[config.mk]
export PLATFORM = sky130hd
export DESIGN_NAME = posix_tz_rule_parser_flat
export DESIGN_NICKNAME = d
export VERILOG_FILES = /design/src/rtl/tzrp_pkg.sv /design/src/rtl/tzrp_if.sv /design/src/rtl/posix_tz_rule_parser.sv /design/src/flat_wrapper.sv
export SDC_FILE = /design/constraint.sdc
export NUM_CORES = 1
export LEC_CHECK = 0
export BUFFER_PORTS_ARGS = -buffer_cell sky130_fd_sc_hd__buf_4
export CAP_MARGIN = 20
export CORE_MARGIN = 2
export CORE_UTILIZATION = 41
export CTS_BUF_LIST = sky130_fd_sc_hd__clkbuf_4 sky130_fd_sc_hd__clkbuf_8
export DETAILED_ROUTE_END_ITERATION = 7
export PLACE_DENSITY_LB_ADDON = 0.05
export SYNTH_ARGS = -nofsm -noshare
export SYNTH_HDL_FRONTEND = slang
export SYNTH_SLANG_ARGS = --single-unit
[constraint.sdc]
create_clock -name i_clk -period 19.3 [get_ports i_clk]
set_clock_uncertainty 0.15 [all_clocks]
set_input_delay 0 -clock i_clk [delete_from_list [all_inputs] [get_ports i_clk]]
set_output_delay 0 -clock i_clk [all_outputs]
set_load 0.01 [all_outputs]
[src/rtl/tzrp_pkg.sv]
// ============================================================================
// tzrp_pkg: shared definitions for the time zone rule parser
// Widths, parse phase codes, character constants and the small helper
// functions used by the parser datapath and its interfaces.
// ============================================================================
package tzrp_pkg;

    localparam int CHAR_W   = 8;
    localparam int OFFSET_W = 14;
    localparam int FIELD_W  = 8;
    localparam int NFIELDS  = 8;

    localparam logic [2:0] PH_STD   = 3'd0;
    localparam logic [2:0] PH_OFF   = 3'd1;
    localparam logic [2:0] PH_DLN   = 3'd2;
    localparam logic [2:0] PH_START = 3'd3;
    localparam logic [2:0] PH_END   = 3'd4;
    localparam logic [2:0] PH_DONE  = 3'd5;

    localparam logic [2:0] SP_LEAD = 3'd0;
    localparam logic [2:0] SP_MON  = 3'd1;
    localparam logic [2:0] SP_WEEK = 3'd2;
    localparam logic [2:0] SP_WDAY = 3'd3;
    localparam logic [2:0] SP_HOUR = 3'd4;
    localparam logic [2:0] SP_STOP = 3'd5;

    localparam logic [1:0] FI_MONTH   = 2'd0;
    localparam logic [1:0] FI_WEEK    = 2'd1;
    localparam logic [1:0] FI_WEEKDAY = 2'd2;
    localparam logic [1:0] FI_HOUR    = 2'd3;

    localparam logic [7:0] CH_M     = 8'h4D;
    localparam logic [7:0] CH_SLASH = 8'h2F;
    localparam logic [7:0] CH_MINUS = 8'h2D;
    localparam logic [7:0] CH_COLON = 8'h3A;
    localparam logic [7:0] CH_DOT   = 8'h2E;
    localparam logic [7:0] CH_COMMA = 8'h2C;

    localparam logic [7:0] DEFAULT_HOUR = 8'd2;
    localparam logic [12:0] MIN_PER_HOUR = 13'd60;

    typedef struct packed {
        logic [2:0] sub;
        logic       acc;
        logic       clr;
        logic [1:0] idx;
    } t_param_step;

    function automatic logic is_letter(input logic [7:0] c);
        return ((c >= 8'h41) && (c <= 8'h5A)) || ((c >= 8'h61) && (c <= 8'h7A));
    endfunction

    function automatic logic is_decimal(input logic [7:0] c);
        return (c >= 8'h30) && (c <= 8'h39);
    endfunction

    function automatic logic [7:0] mul10_add(input logic [7:0] v, input logic [3:0] d);
        return 8'({v[4:0], 3'b000} + {v[6:0], 1'b0} + {4'b0000, d});
    endfunction

    function automatic t_param_step param_step(input logic [2:0] sub, input logic [7:0] c);
        t_param_step r;
        logic        dn;
        logic        dg;
        r   = '{sub: sub, acc: 1'b0, clr: 1'b0, idx: FI_MONTH};
        dn  = 1'b0;
        dg  = is_decimal(c);
        if (r.sub == SP_LEAD) begin
            r.sub = SP_MON;
            if (c == CH_M) dn = 1'b1;
        end
        if (!dn && r.sub == SP_MON) begin
            dn = 1'b1;
            if (dg) begin
                r.acc = 1'b1;
                r.idx = FI_MONTH;
            end else begin
                r.sub = SP_WEEK;
                dn    = (c == CH_DOT);
            end
        end
        if (!dn && r.sub == SP_WEEK) begin
            dn = 1'b1;
            if (dg) begin
                r.acc = 1'b1;
                r.idx = FI_WEEK;
            end else begin
                r.sub = SP_WDAY;
                dn    = (c == CH_DOT);
            end
        end
        if (!dn && r.sub == SP_WDAY) begin
            dn = 1'b1;
            if (dg) begin
                r.acc = 1'b1;
                r.idx = FI_WEEKDAY;
            end else if (c == CH_SLASH) begin
                r.clr = 1'b1;
                r.idx = FI_HOUR;
                r.sub = SP_HOUR;
            end else begin
                r.sub = SP_STOP;
            end
        end
        if (!dn && r.sub == SP_HOUR) begin
            dn = 1'b1;
            if (dg) begin
                r.acc = 1'b1;
                r.idx = FI_HOUR;
            end else begin
                r.sub = SP_STOP;
            end
        end
        if (!dn) begin
            r.sub = SP_STOP;
        end
        return r;
    endfunction

endpackage

[src/rtl/tzrp_if.sv]
// ============================================================================
// tzrp_if: stream interfaces of the time zone rule parser
// One interface for the character stream and one for the parse results.
// ============================================================================
interface tzrp_in_if import tzrp_pkg::*; ();
    logic              valid;
    logic              ready;
    logic [CHAR_W-1:0] char_code;
    logic              is_last;

    modport source (output valid, output char_code, output is_last, input ready);
    modport sink   (input valid, input char_code, input is_last, output ready);
endinterface

interface tzrp_out_if import tzrp_pkg::*; ();
    logic                       valid;
    logic                       ready;
    logic                       status;
    logic signed [OFFSET_W-1:0] std_offset_min;
    logic signed [OFFSET_W-1:0] dst_offset_min;
    logic                       has_dst;
    logic [FIELD_W-1:0]         start_month;
    logic [FIELD_W-1:0]         start_week;
    logic [FIELD_W-1:0]         start_weekday;
    logic [FIELD_W-1:0]         start_hour;
    logic [FIELD_W-1:0]         end_month;
    logic [FIELD_W-1:0]         end_week;
    logic [FIELD_W-1:0]         end_weekday;
    logic [FIELD_W-1:0]         end_hour;

    modport source (
        output valid, output status, output std_offset_min, output dst_offset_min,
        output has_dst, output start_month, output start_week, output start_weekday,
        output start_hour, output end_month, output end_week, output end_weekday,
        output end_hour, input ready
    );
    modport sink (
        input valid, input status, input std_offset_min, input dst_offset_min,
        input has_dst, input start_month, input start_week, input start_weekday,
        input start_hour, input end_month, input end_week, input end_weekday,
        input end_hour, output ready
    );
endinterface

[src/rtl/posix_tz_rule_parser.sv]
// ============================================================================
// posix_tz_rule_parser: POSIX-style time zone rule parser
// Parses a zone rule one character per transaction and emits the offsets
// and the daylight transition parameters on the last character.
// ============================================================================
//  Channel  Direction  Payload                              Transaction
//  i_in     sink       char_code, is_last                   one rule character
//  o_out    source     status, offsets, has_dst, 8 fields   one parsed rule
//
//  One character is taken per cycle while i_in.ready is high; the parse state updates in that cycle.
//  The result of a rule is registered and shows in the cycle after its last
//  character. The output register decouples the sides: i_in.ready is low
//  only while a result is held and o_out.ready is low. A synchronous reset
//  returns the parser to the start of a rule and drops any pending result.
module posix_tz_rule_parser import tzrp_pkg::*; (
    input  logic        i_clk,
    input  logic        i_rst_n,
    tzrp_in_if.sink     i_in,
    tzrp_out_if.source  o_out
);

    logic [2:0]         r_phase, n_phase;
    logic               r_neg, n_neg;
    logic [6:0]         r_hour, n_hour;
    logic [1:0]         r_hcnt, n_hcnt;
    logic [6:0]         r_min, n_min;
    logic [1:0]         r_mcnt, n_mcnt;
    logic               r_dst_seen, n_dst_seen;
    logic [2:0]         r_sub, n_sub;
    logic [FIELD_W-1:0] r_fields [NFIELDS];
    logic [FIELD_W-1:0] n_fields [NFIELDS];
    logic               r_error, n_error;

    logic                       r_out_valid;
    logic                       r_status;
    logic signed [OFFSET_W-1:0] r_std;
    logic signed [OFFSET_W-1:0] r_dst;
    logic                       r_has_dst;
    logic [FIELD_W-1:0]         r_ofields [NFIELDS];

    logic        w_fire;
    logic [7:0]  w_c;
    logic        w_letter, w_digit, w_comma;
    logic [3:0]  w_dval;
    logic        w_go_off, w_in_off, w_go_dln, w_in_dln;
    logic        w_hi;
    t_param_step w_ps;
    logic        w_err;
    logic [12:0] w_mag;
    logic signed [OFFSET_W-1:0] w_std, w_dst;

    assign i_in.ready = !r_out_valid || o_out.ready;
    assign w_fire     = i_in.valid && i_in.ready;

    assign w_c      = i_in.char_code;
    assign w_letter = is_letter(w_c);
    assign w_digit  = is_decimal(w_c);
    assign w_comma  = (w_c == CH_COMMA);
    assign w_dval   = w_c[3:0];
    assign w_go_off = (r_phase == PH_STD) && !w_letter;
    assign w_in_off = (r_phase == PH_OFF) || w_go_off;
    assign w_go_dln = w_in_off && (w_letter || w_comma);
    assign w_in_dln = (r_phase == PH_DLN) || w_go_dln;
    assign w_hi     = (r_phase == PH_END);
    assign w_ps     = param_step(r_sub, w_c);

    always_comb begin
        n_phase    = r_phase;
        n_neg      = r_neg;
        n_hour     = r_hour;
        n_hcnt     = r_hcnt;
        n_min      = r_min;
        n_mcnt     = r_mcnt;
        n_dst_seen = r_dst_seen;
        n_sub      = r_sub;
        n_error    = r_error;
        for (int j = 0; j < NFIELDS; j++) begin
            n_fields[j] = r_fields[j];
        end

        if (w_go_off) begin
            n_phase = PH_OFF;
        end
        if (w_in_off && !w_go_dln) begin
            if (r_sub == SP_LEAD) begin
                if (w_c == CH_MINUS && r_hcnt == 2'd0) begin
                    n_neg = 1'b1;
                end else if (w_digit && r_hcnt < 2'd2) begin
                    n_hour = 7'(r_hour * 7'd10 + {3'b000, w_dval});
                    n_hcnt = r_hcnt + 2'd1;
                end else if (w_c == CH_COLON && r_hcnt != 2'd0) begin
                    n_sub = SP_MON;
                end
            end else if (w_digit && r_mcnt < 2'd2) begin
                n_min  = 7'(r_min * 7'd10 + {3'b000, w_dval});
                n_mcnt = r_mcnt + 2'd1;
            end
        end

        if (w_in_dln) begin
            if (w_go_dln) n_sub = SP_LEAD;
            priority if (w_letter) begin
                n_phase    = PH_DLN;
                n_dst_seen = 1'b1;
            end else if (w_comma) begin
                n_phase = PH_START;
                n_sub   = SP_LEAD;
            end else begin
                n_phase = PH_DONE;
                n_error = 1'b1;
            end
        end else if ((r_phase == PH_START && !w_comma) || r_phase == PH_END) begin
            n_sub = w_ps.sub;
            for (int j = 0; j < NFIELDS; j++) begin
                if (3'(j) == {w_hi, w_ps.idx}) begin
                    if (w_ps.acc) n_fields[j] = mul10_add(r_fields[j], w_dval);
                    else if (w_ps.clr) n_fields[j] = '0;
                end
            end
        end else if (r_phase == PH_START) begin
            n_phase = PH_END;
            n_sub   = SP_LEAD;
        end
    end

    assign w_err = n_error || (n_phase == PH_DLN) || (n_phase == PH_START)
                   || (n_phase == PH_DONE);
    assign w_mag = 13'(13'(n_hour) * MIN_PER_HOUR) + 13'(n_min);
    assign w_std = n_neg ? -$signed({1'b0, w_mag}) : $signed({1'b0, w_mag});
    assign w_dst = n_dst_seen ? OFFSET_W'(w_std - 14'sd60) : w_std;

    always_ff @(posedge i_clk) begin
        if (!i_rst_n || (w_fire && i_in.is_last)) begin
            r_phase    <= PH_STD;
            r_neg      <= 1'b0;
            r_hour     <= '0;
            r_hcnt     <= '0;
            r_min      <= '0;
            r_mcnt     <= '0;
            r_dst_seen <= 1'b0;
            r_sub      <= SP_LEAD;
            r_error    <= 1'b0;
            for (int j = 0; j < NFIELDS; j++) begin
                r_fields[j] <= (2'(j) == FI_HOUR) ? DEFAULT_HOUR : '0;
            end
        end else if (w_fire) begin
            r_phase    <= n_phase;
            r_neg      <= n_neg;
            r_hour     <= n_hour;
            r_hcnt     <= n_hcnt;
            r_min      <= n_min;
            r_mcnt     <= n_mcnt;
            r_dst_seen <= n_dst_seen;
            r_sub      <= n_sub;
            r_error    <= n_error;
            for (int j = 0; j < NFIELDS; j++) begin
                r_fields[j] <= n_fields[j];
            end
        end
    end

    always_ff @(posedge i_clk) begin
        if (!i_rst_n) begin
            r_out_valid <= 1'b0;
        end else if (w_fire && i_in.is_last) begin
            r_out_valid <= 1'b1;
        end else if (o_out.ready) begin
            r_out_valid <= 1'b0;
        end
    end

    always_ff @(posedge i_clk) begin
        if (w_fire && i_in.is_last) begin
            r_status  <= w_err;
            r_std     <= w_err ? '0 : w_std;
            r_dst     <= w_err ? '0 : w_dst;
            r_has_dst <= !w_err && n_dst_seen;
            for (int j = 0; j < NFIELDS; j++) begin
                r_ofields[j] <= (!w_err && n_phase == PH_END) ? n_fields[j] : '0;
            end
        end
    end

    assign o_out.valid          = r_out_valid;
    assign o_out.status         = r_status;
    assign o_out.std_offset_min = r_std;
    assign o_out.dst_offset_min = r_dst;
    assign o_out.has_dst        = r_has_dst;
    assign o_out.start_month    = r_ofields[0];
    assign o_out.start_week     = r_ofields[1];
    assign o_out.start_weekday  = r_ofields[2];
    assign o_out.start_hour     = r_ofields[3];
    assign o_out.end_month      = r_ofields[4];
    assign o_out.end_week       = r_ofields[5];
    assign o_out.end_weekday    = r_ofields[6];
    assign o_out.end_hour       = r_ofields[7];

endmodule

[src/flat_wrapper.sv]
// flat-port wrapper written by rule: the top's interface ports become plain ports
module posix_tz_rule_parser_flat import tzrp_pkg::*;
  (i_clk, i_rst_n, i_in_valid, i_in_char_code, i_in_is_last, i_in_ready, o_out_valid, o_out_status, o_out_std_offset_min, o_out_dst_offset_min, o_out_has_dst, o_out_start_month, o_out_start_week, o_out_start_weekday, o_out_start_hour, o_out_end_month, o_out_end_week, o_out_end_weekday, o_out_end_hour, o_out_ready);
  tzrp_in_if i_in_i ();
  tzrp_out_if o_out_i ();
  input  logic i_clk;
  input  logic i_rst_n;
  input wire logic [$bits(i_in_i.valid)-1:0] i_in_valid;
  input wire logic [$bits(i_in_i.char_code)-1:0] i_in_char_code;
  input wire logic [$bits(i_in_i.is_last)-1:0] i_in_is_last;
  output wire logic [$bits(i_in_i.ready)-1:0] i_in_ready;
  output wire logic [$bits(o_out_i.valid)-1:0] o_out_valid;
  output wire logic [$bits(o_out_i.status)-1:0] o_out_status;
  output wire logic [$bits(o_out_i.std_offset_min)-1:0] o_out_std_offset_min;
  output wire logic [$bits(o_out_i.dst_offset_min)-1:0] o_out_dst_offset_min;
  output wire logic [$bits(o_out_i.has_dst)-1:0] o_out_has_dst;
  output wire logic [$bits(o_out_i.start_month)-1:0] o_out_start_month;
  output wire logic [$bits(o_out_i.start_week)-1:0] o_out_start_week;
  output wire logic [$bits(o_out_i.start_weekday)-1:0] o_out_start_weekday;
  output wire logic [$bits(o_out_i.start_hour)-1:0] o_out_start_hour;
  output wire logic [$bits(o_out_i.end_month)-1:0] o_out_end_month;
  output wire logic [$bits(o_out_i.end_week)-1:0] o_out_end_week;
  output wire logic [$bits(o_out_i.end_weekday)-1:0] o_out_end_weekday;
  output wire logic [$bits(o_out_i.end_hour)-1:0] o_out_end_hour;
  input wire logic [$bits(o_out_i.ready)-1:0] o_out_ready;
  assign i_in_i.valid = i_in_valid;
  assign i_in_i.char_code = i_in_char_code;
  assign i_in_i.is_last = i_in_is_last;
  assign i_in_ready = i_in_i.ready;
  assign o_out_valid = o_out_i.valid;
  assign o_out_status = o_out_i.status;
  assign o_out_std_offset_min = o_out_i.std_offset_min;
  assign o_out_dst_offset_min = o_out_i.dst_offset_min;
  assign o_out_has_dst = o_out_i.has_dst;
  assign o_out_start_month = o_out_i.start_month;
  assign o_out_start_week = o_out_i.start_week;
  assign o_out_start_weekday = o_out_i.start_weekday;
  assign o_out_start_hour = o_out_i.start_hour;
  assign o_out_end_month = o_out_i.end_month;
  assign o_out_end_week = o_out_i.end_week;
  assign o_out_end_weekday = o_out_i.end_weekday;
  assign o_out_end_hour = o_out_i.end_hour;
  assign o_out_i.ready = o_out_ready;
  posix_tz_rule_parser u_core (.i_clk(i_clk), .i_rst_n(i_rst_n), .i_in(i_in_i), .o_out(o_out_i));
endmodule
After elaboration in Yosys (flattened, before gate mapping):

Memory sizes are Yosys's and may differ from the RTL's.
Index checks and enable logic that the tools add are counted.

* flip-flop bits (word level): 58
* latch bits: 0
* bits in writable memories: 128
* bits in read-only memories: 0
* output and inout bits: 96
* word-level logic and storage cells: 246
* memories kept: 2

Memory list
* u_core.r_fields: words 8, width 8, rd ports 8, clocked after memory_dff 0, wr ports 8, RTL line posix_tz_rule_parser.sv:30 `logic [FIELD_W-1:0] r_fields [NFIELDS];`
* u_core.r_ofields: words 8, width 8, rd ports 8, clocked after memory_dff 0, wr ports 8, RTL line posix_tz_rule_parser.sv:39 `logic [FIELD_W-1:0] r_ofields [NFIELDS];`

* add/subtract/negate cells: 23
* multipliers: 3
* div/mod/pow operators: 0
* $lt $le $gt $ge: 8
* eq/ne operators: 25
* shift-type cells: 0
* mux-type cells: 114
* bitwise logic cells: 10
* reductions and logical operators: 47

Operators with widths (count)
* 8-bit two-way mux: 40
* 64-bit two-way mux: 2
* 3-bit two-way mux: 24
* 8-bit by 4-bit adder with 8-bit output: 8
* 8-bit adder: 8
* 7-bit two-way mux: 8
* 8-bit by 6-bit == test with 1-bit output, second input constant: 5
* 1-bit two-way mux: 31
* 14-bit two-way mux: 2
* 1-bit logical AND: 19
* 3-bit by 2-bit == test with 1-bit output, second input constant: 6
* 8-bit by 7-bit greater-or-equal comparator with 1-bit output, second input constant: 2
* 8-bit by 7-bit less-or-equal comparator with 1-bit output, second input constant: 2
* 7-bit by 4-bit adder with 7-bit output: 2
* 7-bit by 3-bit multiplier with 6-bit output, second input constant: 2
* 13-bit negation with 14-bit output: 1
* 14-bit by 7-bit subtractor with 14-bit output, second input constant: 1
* 13-bit by 7-bit adder with 13-bit output: 1
* 3-bit == test, first input constant: 4
* 3-bit == test, second input constant: 4
* 4-bit two-way mux: 3
* 7-bit by 4-bit multiplier with 11-bit output, second input constant: 1
* 1-bit logical NOT: 10
* 1-bit logical OR: 10
* 16 further kinds: 34

Longest topological paths before layout:

* depth after elaboration: 20
* mapped depth: 26
* gate-level depth less buffers: 23

Least setup slack after synthesis:

Ideal clock, no wire load.

* path kind: reg2reg
* start point: register u_core.r_phase[2]
* end point: register u_core.r_dst[13] (netlist: u_core.o_out.dst_offset_min[13]) (data pin)
* setup time: 262 ps
* arrival: 6101 ps
* data required time: 18888 ps
* slack: 12786 ps
* stages on the path, launching flop included: 22
* buffers on the path: 2
* period minus slack after synthesis: 6514 ps
* cell sequence: dfxtp_1 > buf_2 > or4_1 > a21oi_2 > nand4_1 > clkbuf_1 > mux2_2 > fa_1 > inv_1 > fa_1 > fa_1 > inv_1 > ha_1 > nand3_1 > a21oi_1 > o221ai_1 > xnor2_1 > o41ai_1 > xor2_1 > a2111o_1 > a2111oi_4 > mux2_1

* cells in the longest elaborated chain, start to end: 13

Ends and longest elaborated chain
* start: declaration: RTL line posix_tz_rule_parser.sv:22 `logic [2:0] r_phase, n_phase;`
* start signal: assignment: RTL line posix_tz_rule_parser.sv:147 `r_phase <= n_phase;`
* 3-bit logical NOT: RTL line posix_tz_rule_parser.sv:60 `assign w_go_off = (r_phase == PH_STD) && !w_letter;`
* 1-bit logical AND: RTL line posix_tz_rule_parser.sv:60
* 1-bit logical OR *: RTL line posix_tz_rule_parser.sv:61 `assign w_in_off = (r_phase == PH_OFF) || w_go_off;`
* 1-bit logical AND: RTL line posix_tz_rule_parser.sv:62 `assign w_go_dln = w_in_off && (w_letter || w_comma);`
* 1-bit logical NOT: RTL line posix_tz_rule_parser.sv:84 `if (w_in_off && !w_go_dln) begin`
* 1-bit logical AND *: RTL line posix_tz_rule_parser.sv:84
* 7-bit two-way mux *: RTL line posix_tz_rule_parser.sv:84
* via u_core.n_hour[0]: RTL line posix_tz_rule_parser.sv:24 `logic [6:0] r_hour, n_hour;`
* 7-bit by 4-bit multiplier with 11-bit output *: RTL line posix_tz_rule_parser.sv:128 `assign w_mag = 13'(13'(n_hour) * MIN_PER_HOUR) + 13'(n_min);`
* 13-bit by 7-bit adder with 13-bit output *: RTL line posix_tz_rule_parser.sv:128
* 13-bit negation with 14-bit output: RTL line posix_tz_rule_parser.sv:129 `assign w_std = n_neg ? -$signed({1'b0, w_mag}) : $signed({1'b0, w_mag});`
* 14-bit two-way mux *: RTL line posix_tz_rule_parser.sv:129
* 14-bit by 7-bit subtractor with 14-bit output: RTL line posix_tz_rule_parser.sv:130 `assign w_dst = n_dst_seen ? OFFSET_W'(w_std - 14'sd60) : w_std;`
* 14-bit two-way mux *: RTL line posix_tz_rule_parser.sv:130
* end signal: assignment: RTL line posix_tz_rule_parser.sv:176 `r_dst <= w_err ? '0 : w_dst;`
* end: declaration: RTL line posix_tz_rule_parser.sv:37 `logic signed [OFFSET_W-1:0] r_dst;`

The timed path passes the listed nets; every way through them passes the cells marked *.
A chain may end at the register's enable or synchronous reset.

Worst setup path after layout:

* start point: register u_core.r_sub[2]
* end point: register u_core.r_dst[13] (netlist: u_core.o_out.dst_offset_min[13]) (data pin)

* cells in the longest elaborated chain, start to end: 9

Ends and longest elaborated chain
* start: declaration: RTL line posix_tz_rule_parser.sv:29 `logic [2:0] r_sub, n_sub;`
* start signal: assignment: RTL line posix_tz_rule_parser.sv:154 `r_sub <= n_sub;`
* 3-bit logical NOT *: RTL line posix_tz_rule_parser.sv:85 `if (r_sub == SP_LEAD) begin`
* 7-bit two-way mux *: RTL line posix_tz_rule_parser.sv:85
* 7-bit two-way mux *: RTL line posix_tz_rule_parser.sv:84
* via u_core.n_hour[0]: RTL line posix_tz_rule_parser.sv:24
* 7-bit by 4-bit multiplier with 11-bit output *: RTL line posix_tz_rule_parser.sv:128
* 13-bit by 7-bit adder with 13-bit output *: RTL line posix_tz_rule_parser.sv:128
* 13-bit negation with 14-bit output: RTL line posix_tz_rule_parser.sv:129
* 14-bit two-way mux *: RTL line posix_tz_rule_parser.sv:129
* 14-bit by 7-bit subtractor with 14-bit output: RTL line posix_tz_rule_parser.sv:130
* 14-bit two-way mux *: RTL line posix_tz_rule_parser.sv:130

Marked as above.

==> flow_metrics.env <==
export IMPL_status="finished clean"
export IMPL_worst_pin_slew_ns=0.937
export IMPL_yosys_top_cells_area="edfxtp_1 (39%), ha_1 (12%), nor2_1 (6.7%)"
export IMPL_grt_max_degree=66
export IMPL_synth_edf_count=156
export IMPL_grt_pass1_wl_um=43600
export IMPL_post_drt_wl_per_cell_um=16.2
export IMPL_antenna_found_initial=0
export IMPL_ys_seq_elements=184
export IMPL_syn_to_final_growth_pct=13.7
export IMPL_fin_tns_setup_ns=0
export IMPL_cp_end_kind="flip-flop"
export IMPL_worst_ep_arrival_time_ns=7.44
export IMPL_yosysSeqAreaShare_pct=43.8
export IMPL_clkTransAtPathRegs_ns=0.10
export IMPL_rsz0062_at_grt="no"
export IMPL_fin_crit_sh_pct=38.2
export IMPL_rows=62
export IMPL_place_gp_congestion=0.814
export IMPL_dr_pass1_iters=5
export IMPL_cp_top_family="adder cells"
export IMPL_post_cts_resized=0
export IMPL_drt_iter0_drc=442
export IMPL_final_nets=1388
export IMPL_dp_final_hpwl_um=18700
export IMPL_yosys_area_top_type="edfxtp_1"
export IMPL_routed_wl_um=26300
export IMPL_cts_sinks=184
export IMPL_path_buf_inv=2
export IMPL_hold_viol_final=0
export IMPL_pin_count=109
export IMPL_grtUsageTotal_pct=17.8
export IMPL_portBuffers=108
export IMPL_initial_core_util_pct=41.7
export IMPL_synth_area_um2=12000
export IMPL_route_vias_total=8396
export IMPL_grt_pass1_vias=8408
export IMPL_max_freq_mhz=136
export IMPL_cts_setup_buffers=0
export IMPL_vias_per_cell=5.17
export IMPL_slew_viol_final=0
export IMPL_cts_tree="done"
export IMPL_final_core_util_pct=47.3
export IMPL_final_cell_mix="nor2_1 (213), edfxtp_1 (156), ha_1 (116), buf_4 (116), a21oi_1 (78)"
export IMPL_htree_num_levels=4
export IMPL_antenna_cells=0
export IMPL_cp_common_cell="fa_1"
export IMPL_die_area_um2=30600
export IMPL_cp_cell_sequence="or4_1, a21oi_2, nand4_1, mux2_2, fa_1, inv_1, fa_1, fa_1, inv_1, ha_1, nor3b_1, o22a_1, xor2_1, o41ai_1, xor2_1, a2111o_1, a2111oi_4, mux2_1"
export IMPL_synth_cells=1127
export IMPL_clockRootBuffer="clkbuf_8"
export IMPL_cp_slowest_cell="or4_1"
export IMPL_p_leak_uw=0.00588
export IMPL_synth_cell_types=75
export IMPL_fin_ws_ns=11.93
export IMPL_synthArstFlopShare_pct=0
export IMPL_synth_warnings=0
export IMPL_mostFrequentLayoutCell="nor2_1"
export IMPL_clockBufferDepth=2
export IMPL_cp_max_fo=21
export IMPL_cp_start_kind="flip-flop"
export IMPL_final_antenna_net_count=0
export IMPL_vdd_drop_max_v=0.0000469
export IMPL_cts_buffers=17
export IMPL_synth_top_area_share_pct=39.1
export IMPL_setup_viol=0
export IMPL_power_uw=851
export IMPL_drive_gt1_share_pct=14.4
export IMPL_synth_area_per_cell_um2=10.6
export IMPL_post_route_drc_count=0
export IMPL_critPathRequiredTime_ns=19.37
export IMPL_clk_insertion_delay_late_ns=0.46
export IMPL_syn_nets=1288
export IMPL_cts_hold_buf=8
export IMPL_place_ws_ns=11.89
export IMPL_max_slew_margin_rel_pct=37.4
export IMPL_power_per_cell_area_nw_per_um2=62.5
export IMPL_die_h_um=175
export IMPL_grt_overflow_total=0
export IMPL_period_minus_slack_ns=7.37
export IMPL_hold_class="input port to flip-flop"
export IMPL_die_w_um=175
export IMPL_ys_flop_type="edfxtp_1"
export IMPL_critPathKind="flip-flop to flip-flop"
export IMPL_max_stage_delay_ns=0.60
export IMPL_max_cap_viol_count=0
export IMPL_core_area_um2=28800
logic make-up (layout without fill, tap and decap cells):
| logic type | Yosys count | in the layout | share of synthesized area [%] |
|---|---|---|---|
| AND/OR/NAND/NOR | 363 | 363 | 13.9 |
| AO/OA/AOI/OAI | 217 | 217 | 12.1 |
| flip-flops | 184 | 184 | 43.8 |
| adder cells (fa/ha/maj) | 148 | 148 | 17.5 |
| XOR/XNOR | 95 | 95 | 7.07 |
| buffers and inverters | 87 | 200 | 2.86 |
| multiplexers | 33 | 33 | 2.83 |
power breakdown:
group          internal, uW  leakage (uW)  switching [uW]  total (uW)
combinational          60.2       0.00389            76.4         137
clock                  96.2      0.000185             159         255
sequential              448       0.00180            11.3         460
state kept, by name, indices dropped and copies added (netlist names):
register,flops
u_core.r_ofields,64
u_core.r_error,1
u_core.r_neg,1
u_core.o_out.dst_offset_min,14
u_core.o_out.status,1
u_core.o_out.valid,1
u_core.r_fields,64
u_core.o_out.std_offset_min,12
u_core.r_min,7
u_core.o_out.has_dst,1
u_core.r_phase,3
u_core.r_sub,3
u_core.r_hour,7
u_core.r_dst_seen,1
u_core.r_hcnt,2
u_core.r_mcnt,2
layout make-up:
class | instances | area (um^2)
multi-input cells | 856 | 6410
clock inverters | 14 | 133
fillers | 2761 | 15200
repair buffers | 124 | 951
clock buffers | 18 | 241
flip-flops and latches | 184 | 5250
well taps | 384 | 480
inverters | 44 | 168
worst min-delay path, delay by kind of cell:
kind	cells	cell delay, ns
buf+inv	1	0.11
compound gates	1	0.12
simple gates	4	0.42
metal layers:
layer  GRT usage, %  share of wire (%)  vias up
met1           24.5                 49     4044
met4           3.33               0.68        0
met2           30.0                 49       99
met3           2.52                2.1       13
li1               -                  -     4240
met5              0                  0        -
path summary, 6_finish.rpt:
check | start | to | slack, ns | cells after the start
worst min register to register | u_core.r_hour[6] | u_core.r_hour[6] | 0.33 | 2
worst min-delay path | i_in_char_code[7] | u_core.r_phase[0] | 0.08 | 6
worst max register to register | u_core.r_sub[2] | u_core.o_out.dst_offset_min[13] | 11.93 | 18
worst max-delay path | u_core.r_sub[2] | u_core.o_out.dst_offset_min[13] | 11.93 | 18
stage by stage:
step                      std cells  hold slack, ns  cell area [um^2]
final                          1624          0.0771             13600
after global placement         1584           0.150             13200
after detailed placement       1584           0.161             13200
after floorplan                1127        -0.00180             12000
after CTS                      1624          0.0466             13600
after global routing           1624           0.118             13600
Yosys cell counts (all sizes together), types with 6 or more instances:
master	number
nor2	213
edfxtp	156
ha	116
a21oi	81
xnor2	65
nand2	48
inv	44
a21o	32
fa	32
clkbuf	31
xor2	30
dfxtp	28
mux2i	26
o21ai	26
nor3	16
a22oi	12
buf	12
nor3b	11
nor2b	10
nand3	9
a22o	8
or3	8
a31oi	7
mux2	7
nand2b	7
o31ai	7
nand4	6
or2	6
No activity file was read; power rests on OpenSTA's default activity.
